File: config.mk
export PLATFORM = sky130hd
export DESIGN_NAME = nnt_ctrl
export DESIGN_NICKNAME = d
export VERILOG_FILES = /design/src/rtl/nnt_pkg.sv /design/src/rtl/nnt_ctrl.sv
export SDC_FILE = /design/constraint.sdc
export NUM_CORES = 1
export LEC_CHECK = 0
export ABC_AREA = 1
export BUFFER_PORTS_ARGS = -buffer_cell sky130_fd_sc_hd__buf_2
export CAP_MARGIN = 20
export CELL_PAD_IN_SITES_DETAIL_PLACEMENT = 1
export CELL_PAD_IN_SITES_GLOBAL_PLACEMENT = 1
export CORE_UTILIZATION = 25
export DETAILED_ROUTE_END_ITERATION = 10
export HOLD_SLACK_MARGIN = 0.02
export PLACE_DENSITY_LB_ADDON = 0.1
export SLEW_MARGIN = 20
export SYNTH_ARGS = -nofsm -noshare
export SYNTH_HDL_FRONTEND = slang
export SYNTH_SLANG_ARGS = --single-unit
File: constraint.sdc
create_clock -name aclk -period 1.49 [get_ports aclk]
set_input_delay 0.2235 -clock aclk [delete_from_list [all_inputs] [get_ports aclk]]
set_output_delay 0.2235 -clock aclk [all_outputs]
set_load 0.03 [all_outputs]
File: src/rtl/nnt_pkg.sv
`timescale 1ns / 1ps
// ----------------------------------------------------------------------------
// nnt_pkg - shared types and constants for the nearest-neighbour tour core
//
// Fixed field widths, controller state encoding, and the command and status
// bundles that pass between the controller and the datapath.
// ----------------------------------------------------------------------------
package nnt_pkg;

    // Fixed port field widths
    localparam int ROW_W      = 5;
    localparam int COL_W      = 5;
    localparam int DIST_IN_W  = 24;
    localparam int CITY_OUT_W = 5;
    localparam int TOTAL_W    = 29;
    localparam int COUNT_W    = 6;

    // Saturation limit of the reported tour length
    localparam logic [TOTAL_W-1:0] TOTAL_MAX = '1;

    // Controller states
    typedef enum logic [2:0] {
        ST_IDLE,
        ST_START,
        ST_SCAN,
        ST_DRAIN,
        ST_COMMIT,
        ST_CLOSE_RD,
        ST_CLOSE_EMIT
    } state_t;

    // Commands from controller to datapath
    typedef struct packed {
        logic load;        // write accepted entry into the matrix
        logic tour_init;   // clear visited flags, sum, current city
        logic emit_start;  // present opening city 0
        logic scan_clear;  // restart the row scan
        logic scan_issue;  // read one candidate of the current row
        logic commit;      // move to best candidate and present it
        logic close_issue; // read distance back to city 0
        logic close_emit;  // add return leg, present closing item
    } cmd_t;

    // Status from datapath to controller
    typedef struct packed {
        logic out_free;    // output register can take an item this cycle
        logic scan_last;   // candidate being read is the last of the row
        logic no_steps;    // no tour steps remain
        logic final_step;  // exactly one tour step remains
    } status_t;

endpackage

File: src/rtl/nnt_ctrl.sv
`timescale 1ns / 1ps
// ----------------------------------------------------------------------------
// nnt_ctrl - tour sequencer
//
// Takes matrix entries while idle, then walks the tour: opening city, one
// row scan per step, and the closing leg back to city 0.
// ----------------------------------------------------------------------------
module nnt_ctrl (
    input  logic             aclk,
    input  logic             aresetn,
    input  logic             s_valid,
    input  logic             s_last_entry,
    output logic             s_ready,
    input  nnt_pkg::status_t status,
    output nnt_pkg::cmd_t    cmd
);

    nnt_pkg::state_t state_reg;
    nnt_pkg::state_t state_next;

    // State register
    always_ff @(posedge aclk) begin
        if (!aresetn) begin
            state_reg <= nnt_pkg::ST_IDLE;
        end else begin
            state_reg <= state_next;
        end
    end

    // Next state and commands
    always_comb begin
        state_next = state_reg;
        cmd        = '0;
        s_ready    = 1'b0;
        unique case (state_reg)
            nnt_pkg::ST_IDLE: begin
                s_ready = 1'b1;
                if (s_valid) begin
                    cmd.load = 1'b1;
                    if (s_last_entry) begin
                        cmd.tour_init = 1'b1;
                        state_next    = nnt_pkg::ST_START;
                    end
                end
            end
            nnt_pkg::ST_START: begin
                if (status.out_free) begin
                    cmd.emit_start = 1'b1;
                    cmd.scan_clear = 1'b1;
                    state_next     = status.no_steps ? nnt_pkg::ST_CLOSE_RD
                                                     : nnt_pkg::ST_SCAN;
                end
            end
            nnt_pkg::ST_SCAN: begin
                cmd.scan_issue = 1'b1;
                if (status.scan_last) begin
                    state_next = nnt_pkg::ST_DRAIN;
                end
            end
            nnt_pkg::ST_DRAIN: begin
                // last candidate is compared in this cycle
                state_next = nnt_pkg::ST_COMMIT;
            end
            nnt_pkg::ST_COMMIT: begin
                if (status.out_free) begin
                    cmd.commit     = 1'b1;
                    cmd.scan_clear = 1'b1;
                    state_next     = status.final_step ? nnt_pkg::ST_CLOSE_RD
                                                       : nnt_pkg::ST_SCAN;
                end
            end
            nnt_pkg::ST_CLOSE_RD: begin
                cmd.close_issue = 1'b1;
                state_next      = nnt_pkg::ST_CLOSE_EMIT;
            end
            nnt_pkg::ST_CLOSE_EMIT: begin
                if (status.out_free) begin
                    cmd.close_emit = 1'b1;
                    state_next     = nnt_pkg::ST_IDLE;
                end
            end
            default: begin
                state_next = nnt_pkg::ST_IDLE;
            end
        endcase
    end

endmodule

==> flow_summary.json, run 1 <==
{
  "drc": 0,
  "min-delay-start": "aresetn",
  "worstPathRequired_ns": 1.27,
  "power.density_nw_per_um2": 2590,
  "vias": 445,
  "min_period_ns": 1.41,
  "period_share_pct": 94.6,
  "first_pass_iters": 2,
  "r2r_end": "state_reg[0]",
  "ys_ff_latch": 3,
  "drv_slew": 0,
  "cp_num_buf_inv": 1,
  "routedWlPerCell_um": 10.9,
  "cts_buffers": 3,
  "setup_violations": 0,
  "root_buffer": "clkbuf_4",
  "status": "finished clean",
  "yosys-top-cells-count": "nand2_1, inv_1, nor2_1",
  "use_met2_pct": 24.2,
  "yosysWarnings": 0,
  "endpoint_kind": "primary output",
  "synth_most_common_cell": "nand2_1",
  "antennaDiodeCount": 0,
  "fp.dieW_um": 38.5,
  "r2r-start": "state_reg[1]",
  "r2r_slack_ns": 0.28,
  "drive_gt1_share_pct": 44.6,
  "die_area_um2": 1480,
  "hold_path.class": "primary input to register",
  "met3_usage_pct": 0,
  "hold_depth": 3,
  "path_cells": "nor2_2 -> nand2_1 -> a21oi_1 -> buf_4",
  "syn_avg_cell_area_um2": 5.37,
  "fin_util_pct": 42.5,
  "clk_latency_ns": 0.24,
  "io_buffers": 16,
  "synthTopCellsByArea": "dfxtp_1, nand2_1, inv_1",
  "max_freq_mhz": 710,
  "min_to": "state_reg[1]",
  "max-cap-violations": 0,
  "initialDrtViolationCount": 10,
  "grt_max_degree": 10,
  "synthCells": 62,
  "cts_tree": "yes",
  "path_max_fanout": 9,
  "crit_path_max_incr_delay_ns": 0.38,
  "post-place-ws_ns": 0.194,
  "synth_cell_types": 17,
  "grtUsageMet1_pct": 21.0,
  "crit_arrival_ns": 1.19,
  "crit_family": "flip-flops",
  "fill_cells": 176,
  "drt-total-wl_um": 1060,
  "synth_edf_count": 0,
  "timing.slew.headroom_pct": 85.5,
  "rows": 12,
  "grt_use_total_pct": 16.3,
  "area_growth_pct": 49.6,
  "initial_utilization_pct": 28.4,
  "htreeDepth": 1,
  "finClkSkew_ns": 0.00242,
  "ir_drop_mv": 0.989,
  "rsz0062_at_grt": "no",
  "antenna_found_initial": 0,
  "synth-main-ff-cell": "dfxtp_1",
  "syn_area_um2": 333,
  "dp_hpwl_um": 761,
  "yosysSeqAreaShare_pct": 18.0,
  "clockBufferDepth": 2,
  "cts.sinks": 3,
  "grt_pass1_wl_um": 1590,
  "path_clk_slew_ns": 0.04,
  "whs_ns": 0.217,
  "criticalPathCategory": "register to primary output",
  "overflow": 0,
  "gp_congestion": 0.742,
  "dieHeight_um": 38.5,
  "reg2reg_depth": 8,
  "synth_fp_nets": 70,
  "largest_reg_flops": 3,
  "synth_top_area_share_pct": 18.0,
  "slowest_stage": "dfxtp_2",
  "leakagePower_nw": 0.289,
  "grt.busiest_layer": "met2",
  "postRouteAntennaNets": 0,
  "holdBufCountCts": 0,
  "ios": 17,
  "setup_ws_ns": 0.0806,
  "vias_per_cell": 4.59,
  "tightest_slew_ns": 0.218,
  "nets": 92,
  "start_kind": "register",
  "hold_viol": 0,
  "async_reset_ff_share_pct": 0,
  "coreArea_um2": 1170,
  "grt_pass1_vias": 395,
  "synth_top_area_cell": "dfxtp_1"
}
logic make-up after synthesis:
| family | after synthesis | synth area share (%) |
|---|---|---|
| DFF | 3 | 18.0 |
| AOI/OAI and AO/OA | 5 | 8.27 |
| and+or+nand+nor | 39 | 56.4 |
| buffers and inverters | 15 | 17.3 |
what timing repair did:
| item | in CTS | in global routing |
|---|---|---|
| setup endpoints to repair | 4 | 4 |
| pin swaps | 1 | 2 |
| buffers inserted | 1 | 1 |
| gates resized for setup | 4 | 10 |
where the power goes:
group / switching [mW] / internal [mW]
clock: 0.0563 / 0.101
combinational: 0.589 / 0.326
sequential: 0.0842 / 0.132
total: 0.729 / 0.560
worst reg2reg max path, cell delays in order, from the launching register on:
cell	delay, ns
dfxtp_2	0.44
nor2_2	0.09
buf_4	0.15
nand3_1	0.06
nand2_1	0.06
inv_2	0.07
nand2_4	0.05
nor2_1	0.12
nor2_2	0.05
final cells by class:
type                            instances  area (um2)  area share [%]
Inverter                               14        52.6            10.6
Timing Repair Buffer                   18         103            20.6
Sequential cell                         3        66.3            13.3
Clock buffer                            4        26.3            5.28
Multi-Input combinational cell         44         233            46.7
Tap cell                               14        17.5            3.52
layout by cell type (no fill, tap or decap), drive strengths merged:
master,n
buf,18
nand2,17
inv,13
nor2,13
nand3,7
clkbuf,4
a21oi,3
dfxtp,3
nor3,1
clkinv,1
nand3b,1
o21ai,1
o211ai,1
per-layer routing:
metal,routed length (um),up-vias,share of wire (%)
met5,0,-,0
met4,44,0,4.1
met3,35,4,3.3
met2,482,13,45
met1,500,200,47
li1,-,228,-
through the flow:
step | power [mW] | setup TNS (ns) | cells | area, um2
3_5_place_dp | 0.987 | 0 | 91 | 428
3_3_place_gp | 0.977 | 0 | 91 | 428
5_1_grt | 1.39 | 0 | 97 | 498
4_1_cts | 1.19 | 0 | 96 | 470
2_1_floorplan | 0.805 | -0.221 | 62 | 335
6_report | 1.29 | 0 | 97 | 498
how the worst max path moves through the flow:
stage / end / slack (ns) / depth (start not counted) / start
after floorplan: cmd[6] / -0.11 / 5 / state_reg[0]
after global placement: cmd[6] / 0.22 / 6 / state_reg[0]
after detailed placement: cmd[7] / 0.19 / 6 / state_reg[0]
after CTS: cmd[7] / 0.002 / 6 / state_reg[0]
after global routing: cmd[7] / 0.02 / 6 / state_reg[2]
final: cmd[4] / 0.08 / 4 / state_reg[1]
(Power assumes the default switching activity.)
==> run 2, diff against run 1 <==
- PLACE_DENSITY: not set -> 0.69
- PLACE_DENSITY_LB_ADDON: 0.1 -> not set
- RECOVER_POWER: not set -> 100
==> run 2 against run 1 <==
Compared with the run above:
- clock skew down 0.0024 ns
- worst hold slack worse by 0.0019 ns
- routed wire length down 0.75%
- utilization down 1.1 points
- sequential cell count unchanged
- setup slack worse by 0.00097 ns
- largest power group unchanged
==> flow_summary.json, run 2 (synthesis results as in run 1) <==
{
  "status": "finished clean",
  "ir_drop_mv": 1.01,
  "clockBufferDepth": 2,
  "drv_slew": 0,
  "vias_per_cell": 4.39,
  "dieHeight_um": 38.5,
  "r2r_slack_ns": 0.30,
  "max-cap-violations": 0,
  "max_freq_mhz": 709,
  "period_share_pct": 94.7,
  "root_buffer": "clkbuf_4",
  "slowest_stage": "dfxtp_2",
  "htreeDepth": 1,
  "ios": 17,
  "dpl_cell_area_um2": 428,
  "crit_family": "flip-flops",
  "multi_input_area_um2": 230,
  "min_period_ns": 1.41,
  "area_growth_pct": 45.9,
  "coreArea_um2": 1170,
  "grt_pass1_vias": 409,
  "start_kind": "register",
  "path_clk_slew_ns": 0.04,
  "fin_area_um2": 485,
  "setup_violations": 0,
  "dp_hpwl_um": 817,
  "rsz0062_at_grt": "no",
  "whs_ns": 0.215,
  "cts.sinks": 3,
  "largest_reg_flops": 3,
  "grt_max_degree": 10,
  "nets": 91,
  "fin_util_pct": 41.5,
  "worstPathRequired_ns": 1.27,
  "initial_utilization_pct": 28.4,
  "fp.dieW_um": 38.5,
  "routedWlPerCell_um": 11.0,
  "path_max_fanout": 9,
  "hold_viol": 0,
  "timing.slew.headroom_pct": 85.6,
  "drive_gt1_share_pct": 41.5,
  "clk_latency_ns": 0.23,
  "hold_path.class": "primary input to register",
  "criticalPathCategory": "register to primary output",
  "holdBufCountCts": 0,
  "drt-total-wl_um": 1050,
  "gp_congestion": 0.714,
  "regArea_um2": 66.3,
  "cp_num_buf_inv": 2,
  "die_area_um2": 1480,
  "antennaDiodeCount": 0,
  "io_buffers": 16,
  "endpoint_kind": "primary output",
  "hold_depth": 3,
  "overflow": 0,
  "initialDrtViolationCount": 3,
  "crit_path_max_incr_delay_ns": 0.44,
  "antenna_found_initial": 0,
  "power.density_nw_per_um2": 2550,
  "rows": 12,
  "finClkSkew_ns": 0.0000507,
  "tightest_slew_ns": 0.216,
  "crit_cells": 5,
  "grt_use_total_pct": 16.2,
  "cts_tree": "yes",
  "cts_buffers": 3,
  "grt_pass1_wl_um": 1650,
  "crit_arrival_ns": 1.19,
  "final_common_cell": "nand2_1",
  "reg2reg_depth": 9,
  "first_pass_iters": 2,
  "leakagePower_nw": 0.282,
  "fill_cells": 172,
  "vias": 421,
  "layout_common_cells": "nand2_1, buf_2, inv_1",
  "path_cells": "nand2_1 -> clkinv_1 -> nand2_1 -> nor2_1 -> buf_2",
  "drc": 0,
  "crit_path_frequent_cell": "nand2_1",
  "postRouteAntennaNets": 0
}
-- run 2: timing repair --
action                                  4_1_cts  5_1_grt
pin swaps                                     0        1
endpoints found under the setup margin        4        6
buffers inserted                              0        1
resized for setup                             4        6
-- run 2: worst paths after layout --
path,end,from
worst min-delay path,state_reg[1],aresetn
worst max register to register,state_reg[0],state_reg[2]
worst max-delay path,cmd[0],state_reg[1]
worst min register to register,state_reg[2],state_reg[2]
-- run 2: tightest hold or removal path: stages --
cell	delay, ns
buf_2	0.11
inv_1	0.04
a21oi_1	0.03
-- run 2: metal layers --
metal | vias to the layer above | GRT usage, % | part of all wire (%)
met5 | - | 0 | 0
li1 | 225 | - | -
met3 | 2 | 1.74 | 2.7
met4 | 0 | 7.76 | 1.9
met1 | 186 | 19.7 | 45
met2 | 8 | 27.9 | 50
-- run 2: final cells by class --
cell class	count	share of cell area, %
clock buffers	4	5.41
inverters	14	10.8
well taps	14	3.61
repair buffers	17	19.1
flip-flops and latches	3	13.7
multi-input cells	44	47.4
-- run 2: power by group --
| group | switching, mW | internal, mW |
|---|---|---|
| combinational | 0.566 | 0.300 |
| sequential | 0.0970 | 0.133 |
| clock | 0.0434 | 0.100 |
-- run 2: stage by stage --
step / worst slack, ns / instances / power, mW / setup TNS (ns)
2_1_floorplan: -0.110 / 62 / 0.805 / -0.221
3_3_place_gp: 0.230 / 91 / 0.981 / 0
3_5_place_dp: 0.203 / 91 / 0.991 / 0
4_1_cts: 0.0179 / 95 / 1.16 / 0
5_1_grt: 0.00560 / 96 / 1.35 / 0
6_report: 0.0796 / 96 / 1.24 / 0
==> run 3, diff against run 2 <==
- PLACE_DENSITY: 0.69 -> 0.81
- SLEW_MARGIN: 20 -> not set
==> run 3 against run 2 <==
Compared with the run above:
- die area stayed put
- worst hold slack better by 0.013 ns
- sequential power is 4% lower
- setup slack worse by 0.013 ns
- total power is 4.0% lower
- sequential share of layout area is 0.29 points higher
- count of clock-buffer cells in the layout stayed put
- cell count is 1.0% lower
- highest routed layer is now met3
==> flow_summary.json, run 3 (synthesis results as in run 1) <==
{
  "status": "finished clean",
  "antenna_found_initial": 0,
  "overflow": 0,
  "multi_input_area_um2": 225,
  "crit_path_max_incr_delay_ns": 0.37,
  "max_freq_mhz": 703,
  "antennaDiodeCount": 0,
  "grt_pass1_vias": 416,
  "htreeDepth": 1,
  "fp.dieW_um": 38.5,
  "fill_cells": 182,
  "fin_total_pwr_mw": 1.19,
  "post-cts-setup-buffers": 0,
  "power.density_nw_per_um2": 2500,
  "first_pass_iters": 2,
  "dp_hpwl_um": 810,
  "ir_drop_mv": 0.922,
  "regArea_um2": 66.3,
  "largest_reg_flops": 3,
  "finClkSkew_ns": 0.00556,
  "start_kind": "register",
  "tightest_slew_ns": 0.215,
  "crit_family": "flip-flops",
  "cp_num_buf_inv": 3,
  "min-delay-start": "aresetn",
  "r2r-start": "state_reg[1]",
  "worstPathRequired_ns": 1.27,
  "cts_tree": "yes",
  "drc": 0,
  "ios": 17,
  "final_common_cell": "nand2_1",
  "hold_path.class": "primary input to register",
  "layout_common_cells": "nand2_1, buf_2, inv_1",
  "io_buffers": 16,
  "die_area_um2": 1480,
  "cts.sinks": 3,
  "startpoint": "state_reg[2]",
  "path_max_fanout": 7,
  "topRoutingLayerUsed": "met3",
  "setup_violations": 0,
  "nets": 90,
  "dieHeight_um": 38.5,
  "timing.slew.headroom_pct": 85.5,
  "path_clk_slew_ns": 0.04,
  "vias_per_cell": 4.36,
  "drv_slew": 0,
  "crit_arrival_ns": 1.20,
  "grt_pass1_wl_um": 1700,
  "routedWlPerCell_um": 10.1,
  "min_period_ns": 1.42,
  "drive_gt1_share_pct": 40.7,
  "hold_viol": 0,
  "whs_ns": 0.229,
  "coreArea_um2": 1170,
  "endpoint_kind": "primary output",
  "slowest_stage": "dfxtp_4",
  "rows": 12,
  "cts_buffers": 3,
  "leakagePower_nw": 0.279,
  "routedLengthMet1_um": 428,
  "dr_wl_met3_um": 33,
  "criticalPathCategory": "register to primary output",
  "vias": 414,
  "clockBufferDepth": 2,
  "period_share_pct": 95.5,
  "grt_use_total_pct": 16.2,
  "path_cells": "nor2_4 -> inv_2 -> nor2_2 -> inv_1 -> nor2_1 -> buf_4",
  "drt-total-wl_um": 961,
  "initialDrtViolationCount": 1,
  "clk_latency_ns": 0.23,
  "max-cap-violations": 0,
  "postRouteAntennaNets": 0,
  "root_buffer": "clkbuf_4",
  "area_growth_pct": 42.9,
  "gp_congestion": 0.720,
  "wl_met2_um": 498,
  "rsz0062_at_grt": "yes",
  "grt_max_degree": 10,
  "initial_utilization_pct": 28.4
}
run 3: cell types whose count changed in the layout (fill, tap and decap cells not counted), sizes merged:
cell | before | now
clkbuf | 7 | 4
buf | 14 | 16
run 3: routing by layer:
| metal | up-vias | GRT usage (%) |
|---|---|---|
| li1 | 228 | - |
| met1 | 177 | 17.4 |
| met2 | 9 | 31.7 |
| met3 | 0 | 5.23 |
| met4 | 0 | 0 |
| met5 | - | 0 |
run 3: report_power, final:
group / leakage (nW) / switching (mW) / total, mW / internal [mW]
Combinational: 0.238 / 0.556 / 0.833 / 0.277
Clock: 0.0150 / 0.0379 / 0.138 / 0.100
Sequential: 0.0261 / 0.0870 / 0.220 / 0.133
run 3: final cells by class:
class | instances | share of cell area [%]
well taps | 14 | 3.68
clock buffers | 4 | 5.53
flip-flops and latches | 3 | 13.9
multi-input cells | 44 | 47.4
repair buffers | 16 | 18.4
inverters | 14 | 11.1
run 3: repair_timing:
item | 4_1_cts | 5_1_grt
gates resized for setup | 4 | 6
pin swaps | 0 | 1
hold buffers | 0 | 0
endpoints found under the setup margin | 3 | 7
run 3: metrics by stage:
| step | setup TNS (ns) | util (%) | instance area (um2) | worst slack, ns | cells |
|---|---|---|---|---|---|
| after floorplan | -0.221 | - | 335 | -0.110 | 62 |
| final | 0 | 40.6 | 475 | 0.0667 | 95 |
| after global placement | 0 | 36.5 | 428 | 0.260 | 91 |
| after global routing | -0.00842 | 40.6 | 475 | -0.00842 | 95 |
| after CTS | -0.00352 | 39.6 | 464 | -0.00352 | 95 |
| after detailed placement | 0 | 36.5 | 428 | 0.169 | 91 |
run 3: worst register-to-register path, delay by kind of cell, from the launching register on:
kind | cells | cell delay [ns]
buffers and inverters | 2 | 0.13
DFF | 1 | 0.42
and+or+nand+nor | 2 | 0.14
AOI/OAI and AO/OA | 2 | 0.36
run 3: path summary, 6_finish.rpt:
check	end	slack, ns	cells after the start
worst min register to register	state_reg[2]	0.65	4
worst max-delay path	cmd[6]	0.07	6
worst max register to register	state_reg[1]	0.37	6
worst min-delay path	state_reg[1]	0.23	3
